`config.mk`:
```
export PLATFORM = sky130hd
export DESIGN_NAME = sis_ctrl
export DESIGN_NICKNAME = d
export VERILOG_FILES = /design/src/rtl/core/string_insertion_sort_top_macros.svh /design/src/rtl/core/sis_pkg.sv /design/src/rtl/core/sis_ctrl.sv
export SDC_FILE = /design/constraint.sdc
export NUM_CORES = 1
export LEC_CHECK = 0
export ABC_CLOCK_PERIOD_IN_PS = 1870
export BUFFER_PORTS_ARGS = -buffer_cell sky130_fd_sc_hd__buf_2
export CAP_MARGIN = 30
export CELL_PAD_IN_SITES_DETAIL_PLACEMENT = 1
export CELL_PAD_IN_SITES_GLOBAL_PLACEMENT = 1
export CORE_MARGIN = 1
export CORE_UTILIZATION = 34
export CTS_CLUSTER_DIAMETER = 200
export DETAILED_ROUTE_END_ITERATION = 6
export GPL_TIMING_DRIVEN = 0
export PLACE_DENSITY_LB_ADDON = 0.1
export SYNTH_ARGS = -nofsm -noshare
export SYNTH_HDL_FRONTEND = slang
export SYNTH_SLANG_ARGS = --single-unit
```
`constraint.sdc`:
```
create_clock -name clk_i -period 1.87 [get_ports clk_i]
set_clock_uncertainty 0.2 [all_clocks]
set_input_delay 0.374 -clock clk_i [delete_from_list [all_inputs] [get_ports clk_i]]
set_output_delay 0.374 -clock clk_i [all_outputs]
set_load 0.03 [all_outputs]
```
`src/rtl/core/string_insertion_sort_top_macros.svh`:
```
// ----------------------------------------------------------------------------
// String insertion sort assertion macros
// Shared helpers for the concurrent checks of the sort block.
// ----------------------------------------------------------------------------
`ifndef STRING_INSERTION_SORT_TOP_MACROS_SVH
`define STRING_INSERTION_SORT_TOP_MACROS_SVH

// Same-cycle implication, sampled on clk_i and off during reset.
`define SIS_ASSERT_NOW(lbl, ant, con, msg) \
  lbl: assert property (@(posedge clk_i) disable iff (!rst_ni) (ant) |-> (con)) else $error(msg);

// Next-cycle implication, sampled on clk_i and off during reset.
`define SIS_ASSERT_NEXT(lbl, ant, con, msg) \
  lbl: assert property (@(posedge clk_i) disable iff (!rst_ni) (ant) |=> (con)) else $error(msg);

`endif

```
`src/rtl/core/sis_pkg.sv`:
```
// ----------------------------------------------------------------------------
// String insertion sort package
// Shared constants, controller opcodes and the status bundle.
// ----------------------------------------------------------------------------
package sis_pkg;

  localparam int SIS_MAX_STRINGS = 64;
  localparam int SIS_MAX_LENGTH  = 32;

  typedef logic [4:0] sis_op_t;

  localparam sis_op_t OP_NONE      = 5'd0;
  localparam sis_op_t OP_LOAD      = 5'd1;
  localparam sis_op_t OP_INIT      = 5'd2;
  localparam sis_op_t OP_SETI1     = 5'd3;
  localparam sis_op_t OP_KEY_RD    = 5'd4;
  localparam sis_op_t OP_KEY_LEN   = 5'd5;
  localparam sis_op_t OP_KEY_CAP   = 5'd6;
  localparam sis_op_t OP_PREV_RD   = 5'd7;
  localparam sis_op_t OP_PREV_LEN  = 5'd8;
  localparam sis_op_t OP_PREV_CAP  = 5'd9;
  localparam sis_op_t OP_RDA       = 5'd10;
  localparam sis_op_t OP_RDB       = 5'd11;
  localparam sis_op_t OP_NEXTK     = 5'd12;
  localparam sis_op_t OP_SHIFT     = 5'd13;
  localparam sis_op_t OP_PLACE_KEY = 5'd14;
  localparam sis_op_t OP_FINISH    = 5'd15;
  localparam sis_op_t OP_F_ORD     = 5'd16;
  localparam sis_op_t OP_F_LEN     = 5'd17;
  localparam sis_op_t OP_F_CH      = 5'd18;
  localparam sis_op_t OP_F_OUT     = 5'd19;

  typedef struct packed {
    logic i_done;
    logic j_zero;
    logic k_end;
    logic len_after;
    logic cmp_neq;
    logic cmp_gt;
    logic out_free;
  } sis_status_t;

endpackage

```
`src/rtl/core/sis_ctrl.sv`:
```
// ----------------------------------------------------------------------------
// String insertion sort controller
// Sequences loads, the insertion sort passes and the fetch reads.
// ----------------------------------------------------------------------------
module sis_ctrl import sis_pkg::*; (
  input  logic        clk_i,
  input  logic        rst_ni,
  input  logic        in_valid_i,
  input  logic        in_req_i,
  input  logic        in_set_end_i,
  input  sis_status_t status_i,
  output logic        in_ready_o,
  output sis_op_t     op_o
);

  localparam logic [3:0] S_IDLE  = 4'd0;
  localparam logic [3:0] S_INIT  = 4'd1;
  localparam logic [3:0] S_OUTER = 4'd2;
  localparam logic [3:0] S_KLEN  = 4'd3;
  localparam logic [3:0] S_KCAP  = 4'd4;
  localparam logic [3:0] S_INNER = 4'd5;
  localparam logic [3:0] S_PLEN  = 4'd6;
  localparam logic [3:0] S_PCAP  = 4'd7;
  localparam logic [3:0] S_CMP   = 4'd8;
  localparam logic [3:0] S_RDB   = 4'd9;
  localparam logic [3:0] S_CHK   = 4'd10;
  localparam logic [3:0] S_FA    = 4'd11;
  localparam logic [3:0] S_FB    = 4'd12;
  localparam logic [3:0] S_FC    = 4'd13;
  localparam logic [3:0] S_FD    = 4'd14;

  logic [3:0] state_q, state_d;

  assign in_ready_o = (state_q == S_IDLE);

  always_comb begin
    state_d = state_q;
    op_o    = OP_NONE;
    unique case (state_q)
      S_IDLE: begin
        if (in_valid_i) begin
          if (in_req_i) begin
            state_d = S_FA;
          end else begin
            op_o    = OP_LOAD;
            state_d = in_set_end_i ? S_INIT : S_IDLE;
          end
        end
      end
      S_INIT: begin
        if (status_i.i_done) begin
          op_o    = OP_SETI1;
          state_d = S_OUTER;
        end else begin
          op_o = OP_INIT;
        end
      end
      S_OUTER: begin
        if (status_i.i_done) begin
          op_o    = OP_FINISH;
          state_d = S_IDLE;
        end else begin
          op_o    = OP_KEY_RD;
          state_d = S_KLEN;
        end
      end
      S_KLEN: begin
        op_o    = OP_KEY_LEN;
        state_d = S_KCAP;
      end
      S_KCAP: begin
        op_o    = OP_KEY_CAP;
        state_d = S_INNER;
      end
      S_INNER: begin
        if (status_i.j_zero) begin
          op_o    = OP_PLACE_KEY;
          state_d = S_OUTER;
        end else begin
          op_o    = OP_PREV_RD;
          state_d = S_PLEN;
        end
      end
      S_PLEN: begin
        op_o    = OP_PREV_LEN;
        state_d = S_PCAP;
      end
      S_PCAP: begin
        op_o    = OP_PREV_CAP;
        state_d = S_CMP;
      end
      S_CMP: begin
        if (!status_i.k_end) begin
          op_o    = OP_RDA;
          state_d = S_RDB;
        end else if (status_i.len_after) begin
          op_o    = OP_SHIFT;
          state_d = S_INNER;
        end else begin
          op_o    = OP_PLACE_KEY;
          state_d = S_OUTER;
        end
      end
      S_RDB: begin
        op_o    = OP_RDB;
        state_d = S_CHK;
      end
      S_CHK: begin
        if (!status_i.cmp_neq) begin
          op_o    = OP_NEXTK;
          state_d = S_CMP;
        end else if (status_i.cmp_gt) begin
          op_o    = OP_SHIFT;
          state_d = S_INNER;
        end else begin
          op_o    = OP_PLACE_KEY;
          state_d = S_OUTER;
        end
      end
      S_FA: begin
        op_o    = OP_F_ORD;
        state_d = S_FB;
      end
      S_FB: begin
        op_o    = OP_F_LEN;
        state_d = S_FC;
      end
      S_FC: begin
        op_o    = OP_F_CH;
        state_d = S_FD;
      end
      S_FD: begin
        if (status_i.out_free) begin
          op_o    = OP_F_OUT;
          state_d = S_IDLE;
        end
      end
      default: begin
        state_d = S_IDLE;
      end
    endcase
  end

  always_ff @(posedge clk_i or negedge rst_ni) begin
    if (!rst_ni) begin
      state_q <= S_IDLE;
    end else begin
      state_q <= state_d;
    end
  end

endmodule
```
==> summary.txt, run 1 <==
Synth
  – Synth warn: 0
  – Synth Flop Type: dfrtp_1
  – Synth cell count leaders: 10 x a21oi_1, 6 x nand2_1, 5 x nand2b_1, 5 x nor2_1
  – Post-synthesis register bit count: 4
  – Synth area leaders: dfrtp_1 17%, a21oi_1 8.3%, nand2b_1 5.2%
  – Netlist cell types: 38
  – Leading area contributor after synthesis: dfrtp_1
  – Syn Inst Count: 84
  – Syn nets: 96
  – Share of the synthesized area in the top cell type: 0.165
  – Sequential fraction of the synthesis area: 0.165
  – Synthesized area per cell: 7.21 sq um
  – Ys async rst share: 1.00
  – EDFF count, synth: 0
  – Count leader, synth: a21oi_1
  – Post-Syn Area: 606 sq um

Global route
  – Largest net degree at the start of global routing: 11
  – Initial antenna violation count: 0

Run status
  – Fail Step: global routing (5_1_grt)
  – Tool Error: [ERROR DPL-0033] detailed placement checks failed during check placement.
  – Status: stopped before the end

Clock network
  – Clock root cell: clkbuf_4
  – CTS Buf Count: 3
  – H-tree levels: 1
  – Clock sink total: 4
  – Clock Path Buffers: 2

STA
  – Worst EP post-GRT repair: op_o[1]
  – Worst endpoint type: top-level output

Placed design
  – Gpl congestion: 0.844
  – HPWL after detailed placement: 1650 microns
  – PortBufs: 17

Floorplanning
  – Starting Density: 0.384
  – Die Y: 44.2 microns
  – Die X: 44.2 microns
  – Io pins: 18
  – Row cnt: 14
what timing repair did:
| action | CTS |
|---|---|
| resized for setup | 39 |
| gates cloned | 2 |
| endpoints found under the hold margin | 4 |
| endpoints found under the setup margin | 6 |
| setup buffers | 11 |
| hold buffers | 1 |
| pin swaps | 10 |
cells by family after synthesis:
group | count (synthesis) | share of synthesized area
compound gates | 32 | 0.374
xor+xnor | 1 | 0.0145
buf+inv | 10 | 0.0950
flops | 4 | 0.165
mux | 1 | 0.0186
simple gates | 36 | 0.333
stage by stage:
step           instance area, sq um    TNS, ns  instances  setup WS [ns]
3_3_place_gp                    787     -0.439        117         -0.230
3_5_place_dp                    787     -0.512        117         -0.227
2_1_floorplan                   682  -0.000641         84      -0.000641
4_1_cts                        1060      -1.37        135         -0.390
==> run 2: changes to the inputs <==
--- a/config.mk
+++ b/config.mk
@@ -8,14 +8,11 @@
 export ABC_CLOCK_PERIOD_IN_PS = 1870
 export BUFFER_PORTS_ARGS = -buffer_cell sky130_fd_sc_hd__buf_2
 export CAP_MARGIN = 30
-export CELL_PAD_IN_SITES_DETAIL_PLACEMENT = 1
-export CELL_PAD_IN_SITES_GLOBAL_PLACEMENT = 1
-export CORE_MARGIN = 1
-export CORE_UTILIZATION = 34
-export CTS_CLUSTER_DIAMETER = 200
+export CORE_AREA = 2 2 63 65
 export DETAILED_ROUTE_END_ITERATION = 6
+export DIE_AREA = 0 0 65 67
 export GPL_TIMING_DRIVEN = 0
-export PLACE_DENSITY_LB_ADDON = 0.1
+export PLACE_DENSITY_LB_ADDON = 0.15
 export SYNTH_ARGS = -nofsm -noshare
 export SYNTH_HDL_FRONTEND = slang
 export SYNTH_SLANG_ARGS = --single-unit
==> summary.txt, run 2 <==
Floorplanning
  – Total die area: 4360 sq um
  – Row cnt: 22 (+8)
  – Starting Density: 0.168 (-0.216)
  – Die Y: 67 microns (+52%)
  – Die X: 65 microns (+47%)
  – Io pins: 18 (unchanged)
  – Core area: 3610 sq um

Global route
  – Vias in the first global route: 868
  – Global route total overflow: 0
  – Gr usage total: 0.125
  – First-pass GRT wire length: 4200 microns
  – Largest net degree at the start of global routing: 11
  – Initial antenna violation count: 0

Layout
  – Largest reg by FF count: state_q
  – Fin util: 0.360
  – Number of diodes: 0
  – Final nets: 145
  – Area grow syn2layout: 114%
  – Regs by FF count: state_q x4
  – Commonest cells after routing, fill and taps aside: 21 x buf_4, 14 x buf_6, 11 x buf_2
  – Share of cells above drive strength 1: 0.636
  – Commonest non-fill, non-tap cell in the layout: buf_4
  – Filler cells: 380
  – Max reg flops: 4

STA
  – Worst-Margin Slew: 0.282 ns
  – PnR worst setup slack: -0.359 ns
  – Final setup viols: 7
  – Rel. slew slack: 0.811
  – TNS Setup: -1.50 ns
  – Max Freq: 0.449 GHz
  – Min Tclk post-route: 2.23 ns
  – Final worst path period share: 1.19
  – RSZ-0062 raised after global routing: yes
  – Slew Viols, Final: 0
  – Final hold vios: 0

Clock network
  – TritonCTS clock tree: done
  – Clock root cell: clkbuf_8
  – Clock Latency Late Sink: 0.22 ns
  – Register clock-pin slew on the reported worst setup and hold paths: 0.04 ns
  – CTS Buf Count: 3 (unchanged)
  – H-tree levels: 1 (unchanged)
  – Clock sink total: 4 (unchanged)
  – Clock Path Buffers: 2 (unchanged)

Job
  – Max-cap viol count: 0

Power and ir drop
  – Leakage: 0.551 nW
  – Switching share of power: 0.452
  – Worst ir drop on vdd: 564 uV
  – Comb power frac: 0.850
  – Final Power: 2.62 mW
  – Power Dens Cells: 2020 nW/um^2
  – Switching Power: 1.19 mW
  – Internal Power: 1.44 mW
  – Clk pwr share: 0.073
  – Reg power frac: 0.077

Setup path
  – CP max stage cell: dfrtp_2
  – CP delay by family, top: compound AO/OA/AOI/OAI gates
  – Most prevalent standard cell on the critical path: buf_6
  – Worst-path maximum fanout: 6
  – Crit-path cells: buf_6 -> nor2_2 -> nand4_1 -> o311ai_2 -> a2111o_1 -> buf_6
  – RR Startpoint: state_q[2]
  – Worst path bufs/invs: 2
  – Worst stage delay on the critical path: 0.44 ns
  – Startpoint Class: flip-flop
  – Worst Path Arrival: 1.66 ns
  – WP data required: 1.30 ns
  – R2R Setup Slk: -0.16 ns
  – CP Capture Type: output port
  – CP startpoint: state_q[0]
  – Crit Path Category: reg2out

Run status
  – Status: finished with violations
  – Failing checks: negative setup slack

Min path
  – Hold wc startpoint: status_i[6]
  – Min-delay worst type: in2reg

Synth
  – Synthesized area per cell: 7.21 sq um (unchanged)
  – Post-Syn Area: 606 sq um (unchanged)
  – Netlist cell types: 38 (unchanged)
  – Count leader, synth: a21oi_1
  – Ys async rst share: 1.00 (unchanged)
  – Leading area contributor after synthesis: dfrtp_1
  – Syn Inst Count: 84 (unchanged)
  – Synth cell count leaders: 10 x a21oi_1, 6 x nand2_1, 5 x nand2b_1, 5 x nor2_1
  – Synth Flop Type: dfrtp_1
  – Synth warn: 0 (unchanged)
  – Sequential fraction of the synthesis area: 0.165 (unchanged)
  – Share of the synthesized area in the top cell type: 0.165 (unchanged)
  – Syn nets: 96 (unchanged)
  – Synth area leaders: dfrtp_1 17%, a21oi_1 8.3%, nand2b_1 5.2%
  – EDFF count, synth: 0 (unchanged)
  – Post-synthesis register bit count: 4 (unchanged)

Drt
  – Routed WL per cell: 14.2 microns
  – DR iter-0 viols: 52
  – Detail Route Antenna Nets: 0
  – Via count: 840
  – Vias per Instance: 4.67
  – WL final: 2560 microns
  – Initial DRT Pass Iterations: 4
  – DRC viols: 0

Placed design
  – HPWL after detailed placement: 1710 microns (+3.8%)
  – Gpl congestion: 0.780 (-7.6%)
  – Pre-CTS setup slack: -0.246 ns (-0.0189 ns)
  – PortBufs: 17 (unchanged)
-- run 2: path summary, 6_finish.rpt --
kind	endpoint	cells past startpoint
max in group asynchronous	state_q[1]	2
worst min register to register	state_q[0]	3
worst max-delay path	op_o[0]	6
worst min-delay path	state_q[0]	2
min in group asynchronous	state_q[0]	2
worst max register to register	state_q[3]	8
-- run 2: timing repair --
item,in CTS,in global routing
gates resized for setup,37,19
setup endpoints to repair,6,10
pin swaps,10,9
setup buffers,22,4
hold buffers,1,0
endpoints found under the hold margin,4,0
-- run 2: power by group through the flow --
stage / clock (mW) / sequential (mW) / combinational (mW)
after floorplan: 0 / 0.176 / 1.03
after global placement: 0 / 0.208 / 1.32
after detailed placement: 0 / 0.206 / 1.31
after CTS: 0.200 / 0.204 / 1.94
after global routing: 0.208 / 0.205 / 2.38
final: 0.192 / 0.202 / 2.23
-- run 2: logic make-up after synthesis --
| logic type | synth area share |
|---|---|
| simple gates | 0.333 |
| mux | 0.0186 |
| flops | 0.165 |
| buf+inv | 0.0950 |
| compound gates | 0.374 |
| xor+xnor | 0.0145 |
-- run 2: metrics by stage --
step / cell area, sq um / hold slack, ns / std cells
finish: 1300 / 0.266 / 180
global route: 1300 / 0.273 / 180
CTS: 1170 / 0.239 / 176
detailed placement: 827 / -0.0167 / 149
global placement: 827 / -0.0171 / 149
floorplan: 682 / -0.122 / 84
-- run 2: cell type report --
type / instances / area [sq um] / area share
clock buffers: 4 / 45.0 / 0.0347
repair buffers: 44 / 350 / 0.270
flip-flops and latches: 4 / 103 / 0.0791
multi-input cells: 70 / 631 / 0.486
well taps: 48 / 60.1 / 0.0463
inverters: 3 / 13.8 / 0.0106
plain buffers: 7 / 95.1 / 0.0733
-- run 2: metal layers --
| layer | global-route usage | wire length (microns) | vias to the layer above |
|---|---|---|---|
| li1 | - | - | 420 |
| met1 | 0.167 | 1160 | 405 |
| met2 | 0.216 | 1350 | 15 |
| met3 | 0.0203 | 49 | 0 |
| met4 | 0.0160 | 0 | 0 |
| met5 | 0 | 0 | - |
No activity file was read; power rests on OpenSTA's default activity.
==> run 3: changes to the inputs <==
--- a/config.mk
+++ b/config.mk
@@ -12,7 +12,6 @@
 export DETAILED_ROUTE_END_ITERATION = 6
 export DIE_AREA = 0 0 65 67
 export GPL_TIMING_DRIVEN = 0
-export PLACE_DENSITY_LB_ADDON = 0.15
 export SYNTH_ARGS = -nofsm -noshare
 export SYNTH_HDL_FRONTEND = slang
 export SYNTH_SLANG_ARGS = --single-unit
==> summary.txt, run 3 (synthesis results as in run 2) <==
Setup path
  – Worst Path Arrival: 1.65 ns (about the same)
  – WP data required: 1.30 ns (about the same)
  – Worst-path maximum fanout: 10 (+4)
  – Startpoint Class: flip-flop
  – R2R Setup Slk: -0.05 ns (+0.11 ns)
  – CP Capture Type: output port
  – Reg2reg end: state_q[1]
  – RR Startpoint: state_q[2]
  – Crit Path Category: reg2out
  – R2R depth: 7 (-1)

Global route
  – Vias in the first global route: 822 (-5.3%)
  – Global route total overflow: 0 (unchanged)
  – Gr usage total: 0.111 (-0.0141)
  – Initial antenna violation count: 0 (unchanged)
  – First-pass GRT wire length: 3750 microns (-11%)
  – Largest net degree at the start of global routing: 11 (unchanged)

Floorplanning
  – Starting Density: 0.168 (unchanged)
  – Io pins: 18 (unchanged)
  – Total die area: 4360 sq um (unchanged)
  – Row cnt: 22 (unchanged)
  – Die X: 65 microns (unchanged)
  – Die Y: 67 microns (unchanged)
  – Core area: 3610 sq um (unchanged)

Drt
  – Detail Route Antenna Nets: 0 (unchanged)
  – DRC viols: 0 (unchanged)
  – Vias per Instance: 4.97 (+6.5%)
  – Routed WL per cell: 13.6 microns (-4.2%)
  – Initial DRT Pass Iterations: 4 (unchanged)
  – DR iter-0 viols: 26 (-50%)
  – Via count: 860 (+2.4%)
  – WL final: 2350 microns (-7.9%)

STA
  – RSZ-0062 raised after global routing: yes
  – TNS Setup: -1.31 ns (+0.186 ns)
  – Min Tclk post-route: 2.22 ns (-0.00480 ns)
  – PnR worst setup slack: -0.354 ns (+0.00480 ns)
  – Slew Viols, Final: 0 (unchanged)
  – Rel. slew slack: 0.777 (-0.0336)
  – Max Freq: 0.450 GHz (+0.22%)
  – Final hold vios: 0 (unchanged)
  – Worst-Margin Slew: 0.332 ns (+0.0494 ns)
  – Final setup viols: 8 (+1)
  – Final worst path period share: 1.19 (-0.00257)

Clock network
  – H-tree levels: 1 (unchanged)
  – Clock Latency Late Sink: 0.22 ns (about the same)
  – CTS Buf Count: 3 (unchanged)
  – Clock Path Buffers: 2 (unchanged)
  – TritonCTS clock tree: done
  – Clock sink total: 4 (unchanged)
  – Register clock-pin slew on the reported worst setup and hold paths: 0.04 ns (about the same)
  – Clock root cell: clkbuf_8

Layout
  – Regs by FF count: state_q x4
  – Final nets: 138 (-4.8%)
  – Commonest cells after routing, fill and taps aside: 13 x buf_6, 13 x buf_2, 13 x buf_4
  – Share of cells above drive strength 1: 0.576 (-0.0604)
  – Filler cells: 374 (-1.6%)
  – FF/Latch Area: 104 sq um (+1.2%)
  – Area grow syn2layout: 93.0%
  – Number of diodes: 0 (unchanged)
  – Post-route cell area: 1170 sq um (-9.9%)
  – Largest reg by FF count: state_q
  – Multi-input gate area: 569 sq um (-9.7%)
  – Max reg flops: 4 (unchanged)

Placed design
  – Placed cell areas: 827 sq um (unchanged)
  – Gpl congestion: 0.844 (+8.2%)
  – PortBufs: 17 (unchanged)
  – HPWL after detailed placement: 1550 microns (-9.4%)
  – Pre-CTS setup slack: -0.241 ns (+0.00537 ns)

Min path
  – Hold wc startpoint: status_i[6]
  – Hold path depth: 2 (unchanged)
  – Endpoint, Worst Hold: state_q[0]
  – Min-delay worst type: in2reg

Run status
  – Status: finished with violations
  – Failing checks: negative setup slack

Job
  – Max-cap viol count: 0 (unchanged)

Power and ir drop
  – Worst ir drop on vdd: 702 uV (+25%)
  – Power Dens Cells: 1980 nW/um^2 (-2.2%)
  – Leakage: 0.491 nW (-11%)
run 3: report_power, final:
part	total, mW	leakage, nW	switching, mW	internal, mW
clock network	0.192	0.0228	0.0462	0.146
registers	0.215	0.0467	0.0795	0.135
logic	1.90	0.422	0.954	0.950
total	2.31	0.491	1.08	1.23
run 3: area by class of cell:
class,count,share of cell area
inverters,3,0.00964
plain buffers,7,0.0771
clock buffers,4,0.0385
well taps,48,0.0514
repair buffers,37,0.247
multi-input cells,70,0.487
flip-flops and latches,4,0.0889
run 3: worst max-delay path, stage by stage, from the launching register on:
cell and delay [ns]:
dfrtp_2 0.44, buf_6 0.15, buf_6 0.15, nand2_2 0.07, o22ai_1 0.06, a2111o_1 0.43, buf_6 0.15
run 3: worst max path at each step:
| stage | from | endpoint |
|---|---|---|
| 2_1_floorplan | state_q[0] | op_o[0] |
| 3_3_place_gp | state_q[3] | op_o[1] |
| 3_5_place_dp | state_q[3] | op_o[1] |
| 4_1_cts | state_q[0] | op_o[1] |
| 5_1_grt | state_q[1] | op_o[0] |
| 6_report | state_q[2] | op_o[0] |
run 3: what timing repair did:
item                                    in CTS  in global routing
pin swaps                                    4                  4
gates cloned                                 2                  0
hold buffers                                 1                  0
endpoints found under the hold margin        4                  0
resized for setup                           29                 13
endpoints found under the setup margin       6                  8
buffers inserted                            14                  3
run 3: through the flow:
step	power (mW)	instances	hold WS, ns	util
after floorplan	1.21	84	-0.122	-
after global placement	1.49	149	-0.0186	0.229
after detailed placement	1.49	149	-0.0171	0.229
after CTS	2.15	170	0.229	0.304
after global routing	2.46	173	0.236	0.324
final	2.31	173	0.234	0.324
run 3: metal layers:
| metal | GRT usage | vias up | routed length [microns] | part of all wire |
|---|---|---|---|---|
| li1 | - | 401 | - | - |
| met1 | 0.131 | 409 | 951 | 0.40 |
| met2 | 0.191 | 38 | 1180 | 0.50 |
| met3 | 0.0304 | 12 | 173 | 0.073 |
| met4 | 0.0426 | 0 | 53 | 0.023 |
| met5 | 0 | - | 0 | 0 |
==> run 4: changes to the inputs <==
--- a/config.mk
+++ b/config.mk
@@ -6,11 +6,11 @@
 export NUM_CORES = 1
 export LEC_CHECK = 0
 export ABC_CLOCK_PERIOD_IN_PS = 1870
-export BUFFER_PORTS_ARGS = -buffer_cell sky130_fd_sc_hd__buf_2
 export CAP_MARGIN = 30
 export CORE_AREA = 2 2 63 65
 export DETAILED_ROUTE_END_ITERATION = 6
 export DIE_AREA = 0 0 65 67
+export DONT_BUFFER_PORTS = 1
 export GPL_TIMING_DRIVEN = 0
 export SYNTH_ARGS = -nofsm -noshare
 export SYNTH_HDL_FRONTEND = slang
==> summary.txt, run 4 (synthesis results as in run 2) <==
Layout
  – Area grow syn2layout: 93.8%
  – Final nets: 120 (-13%)
  – Max reg flops: 4 (unchanged)
  – Commonest non-fill, non-tap cell in the layout: buf_4
  – Largest reg by FF count: state_q
  – Number of diodes: 0 (unchanged)
  – Share of cells above drive strength 1: 0.626 (+0.0502)
  – Regs by FF count: state_q x4
  – Filler cells: 337 (-9.9%)
  – Layout Cells excl Fill: 155 (-10%)
  – Commonest cells after routing, fill and taps aside: 15 x buf_4, 6 x a21oi_2, 5 x buf_6

Clock network
  – TritonCTS clock tree: done
  – Register clock-pin slew on the reported worst setup and hold paths: 0.04 ns (about the same)
  – Clock root cell: clkbuf_8
  – Clock sink total: 4 (unchanged)
  – H-tree levels: 1 (unchanged)
  – Clock Latency Late Sink: 0.22 ns (about the same)
  – Clock Path Buffers: 2 (unchanged)
  – CTS Buf Count: 3 (unchanged)

Drt
  – DR iter-0 viols: 71 (+170%)
  – Vias per Instance: 5.41 (+8.9%)
  – WL final: 2780 microns (+18%)
  – DRC viols: 0 (unchanged)
  – Initial DRT Pass Iterations: 5 (+1)
  – Via count: 839 (-2.4%)
  – Routed WL per cell: 17.9 microns (+32%)
  – Detail Route Antenna Nets: 0 (unchanged)

Job
  – Max-cap viol count: 0 (unchanged)

Setup path
  – Startpoint Class: flip-flop
  – CP delay by family, top: flip-flops
  – CP Capture Type: output port
  – Crit Path Category: reg2out
  – Worst stage delay on the critical path: 0.46 ns (+0.02 ns)
  – Worst Path Arrival: 1.66 ns (about the same)
  – WP data required: 1.30 ns (about the same)
  – Crit-path cells: buf_8 -> nor2_2 -> nand4_1 -> o311ai_4 -> a2111o_1
  – Worst path bufs/invs: 1 (-2)
  – Worst-path maximum fanout: 8 (-2)
  – CP max stage cell: dfrtp_2

Power and ir drop
  – Clk pwr share: 0.080 (-0.003)
  – Switching share of power: 0.504 (+0.0371)
  – Internal Power: 1.21 mW (-1.4%)
  – Leakage: 0.429 nW (-13%)
  – Reg power frac: 0.089 (-0.004)
  – Comb power frac: 0.831 (+0.007)
  – Worst ir drop on vdd: 488 uV (-30%)
  – Switching Power: 1.23 mW (+14%)
  – Power Dens Cells: 2090 nW/um^2 (+5.5%)

Global route
  – Vias in the first global route: 769 (-6.4%)
  – Global route total overflow: 0 (unchanged)
  – Gr usage total: 0.112 (+0.00115)
  – Largest net degree at the start of global routing: 11 (unchanged)
  – Initial antenna violation count: 0 (unchanged)
  – First-pass GRT wire length: 3810 microns (+1.5%)

STA
  – RSZ-0062 raised after global routing: yes
  – PnR worst setup slack: -0.365 ns (-0.0103 ns)
  – Rel. slew slack: 0.695 (-0.0822)
  – Final worst path period share: 1.20 (+0.00552)
  – Min Tclk post-route: 2.23 ns (+0.0103 ns)
  – Slew Viols, Final: 0 (unchanged)
  – Max Freq: 0.447 GHz (-0.46%)
  – Final hold vios: 0 (unchanged)
  – Smallest hold slack: 0.0810 ns (-0.153 ns)
  – Worst-Margin Slew: 0.451 ns (+0.120 ns)
  – Final setup viols: 9 (+1)

Placed design
  – HPWL after detailed placement: 1500 microns (-3.2%)
  – Placed insts: 132 (-11%)
  – Gpl congestion: 0.876 (+3.8%)
  – PortBufs: 0 (-17)
  – Pre-CTS setup slack: -0.176 ns (+0.0647 ns)

Floorplanning
  – Die X: 65 microns (unchanged)
  – Total die area: 4360 sq um (unchanged)
  – Row cnt: 22 (unchanged)
  – Die Y: 67 microns (unchanged)
  – Io pins: 18 (unchanged)
  – Core area: 3610 sq um (unchanged)
  – Starting Density: 0.168 (unchanged)

Run status
  – Failing checks: negative setup slack
  – Status: finished with violations

Min path
  – Min-delay worst type: in2reg
[run 4: changes by cell type in the layout (fill, tap and decap cells not counted), sizes merged]
cell / change
buf: -18
clkinvlp: +1
inv: -1
[run 4: worst paths after layout]
path	cells after the start	from	slack [ns]	endpoint
max	5	state_q[1]	-0.36	op_o[0]
min	1	status_i[6]	0.08	state_q[0]
max reg2reg	6	state_q[2]	-0.06	state_q[3]
min reg2reg	2	state_q[2]	0.63	state_q[0]
max in group asynchronous	1	rst_ni	1.05	state_q[1]
min in group asynchronous	1	rst_ni	0.23	state_q[3]
[run 4: routing by layer]
layer	vias to the layer above	global-route usage	share of wire
li1	367	-	-
met1	417	0.130	0.37
met2	45	0.183	0.52
met4	0	0.0559	0.032
met3	10	0.0389	0.081
met5	-	0	0
[run 4: through the flow]
stage          total power [mW]   util  area (sq um)  setup TNS, ns
2_1_floorplan              1.21      -           682      -0.000641
3_3_place_gp               1.38  0.206           742         -0.411
3_5_place_dp               1.39  0.206           742         -0.460
4_1_cts                    1.97  0.272           981          -1.06
5_1_grt                    2.56  0.325          1170          -1.73
6_report                   2.45  0.325          1170          -1.39
[run 4: power by group through the flow]
| stage | clock network (mW) | logic [mW] | registers (mW) |
|---|---|---|---|
| after floorplan | 0 | 1.03 | 0.176 |
| after global placement | 0 | 1.18 | 0.200 |
| after detailed placement | 0 | 1.19 | 0.200 |
| after CTS | 0.201 | 1.58 | 0.186 |
| after global routing | 0.217 | 2.13 | 0.217 |
| final | 0.195 | 2.03 | 0.218 |
[run 4: cell type report]
| cell class | instances | area [sq um] | area share |
|---|---|---|---|
| Timing Repair Buffer | 19 | 160 | 0.136 |
| Inverter | 3 | 20.0 | 0.0171 |
| Sequential cell | 4 | 103 | 0.0874 |
| Tap cell | 48 | 60.1 | 0.0512 |
| Clock buffer | 4 | 45.0 | 0.0384 |
| Multi-Input combinational cell | 70 | 682 | 0.581 |
| Buffer | 7 | 104 | 0.0885 |
[run 4: repair_timing]
item	in CTS	in global routing
hold endpoints to repair	4	0
setup buffers	12	6
hold buffers	1	0
setup endpoints to repair	6	7
resized for setup	21	35
pin swaps	8	11
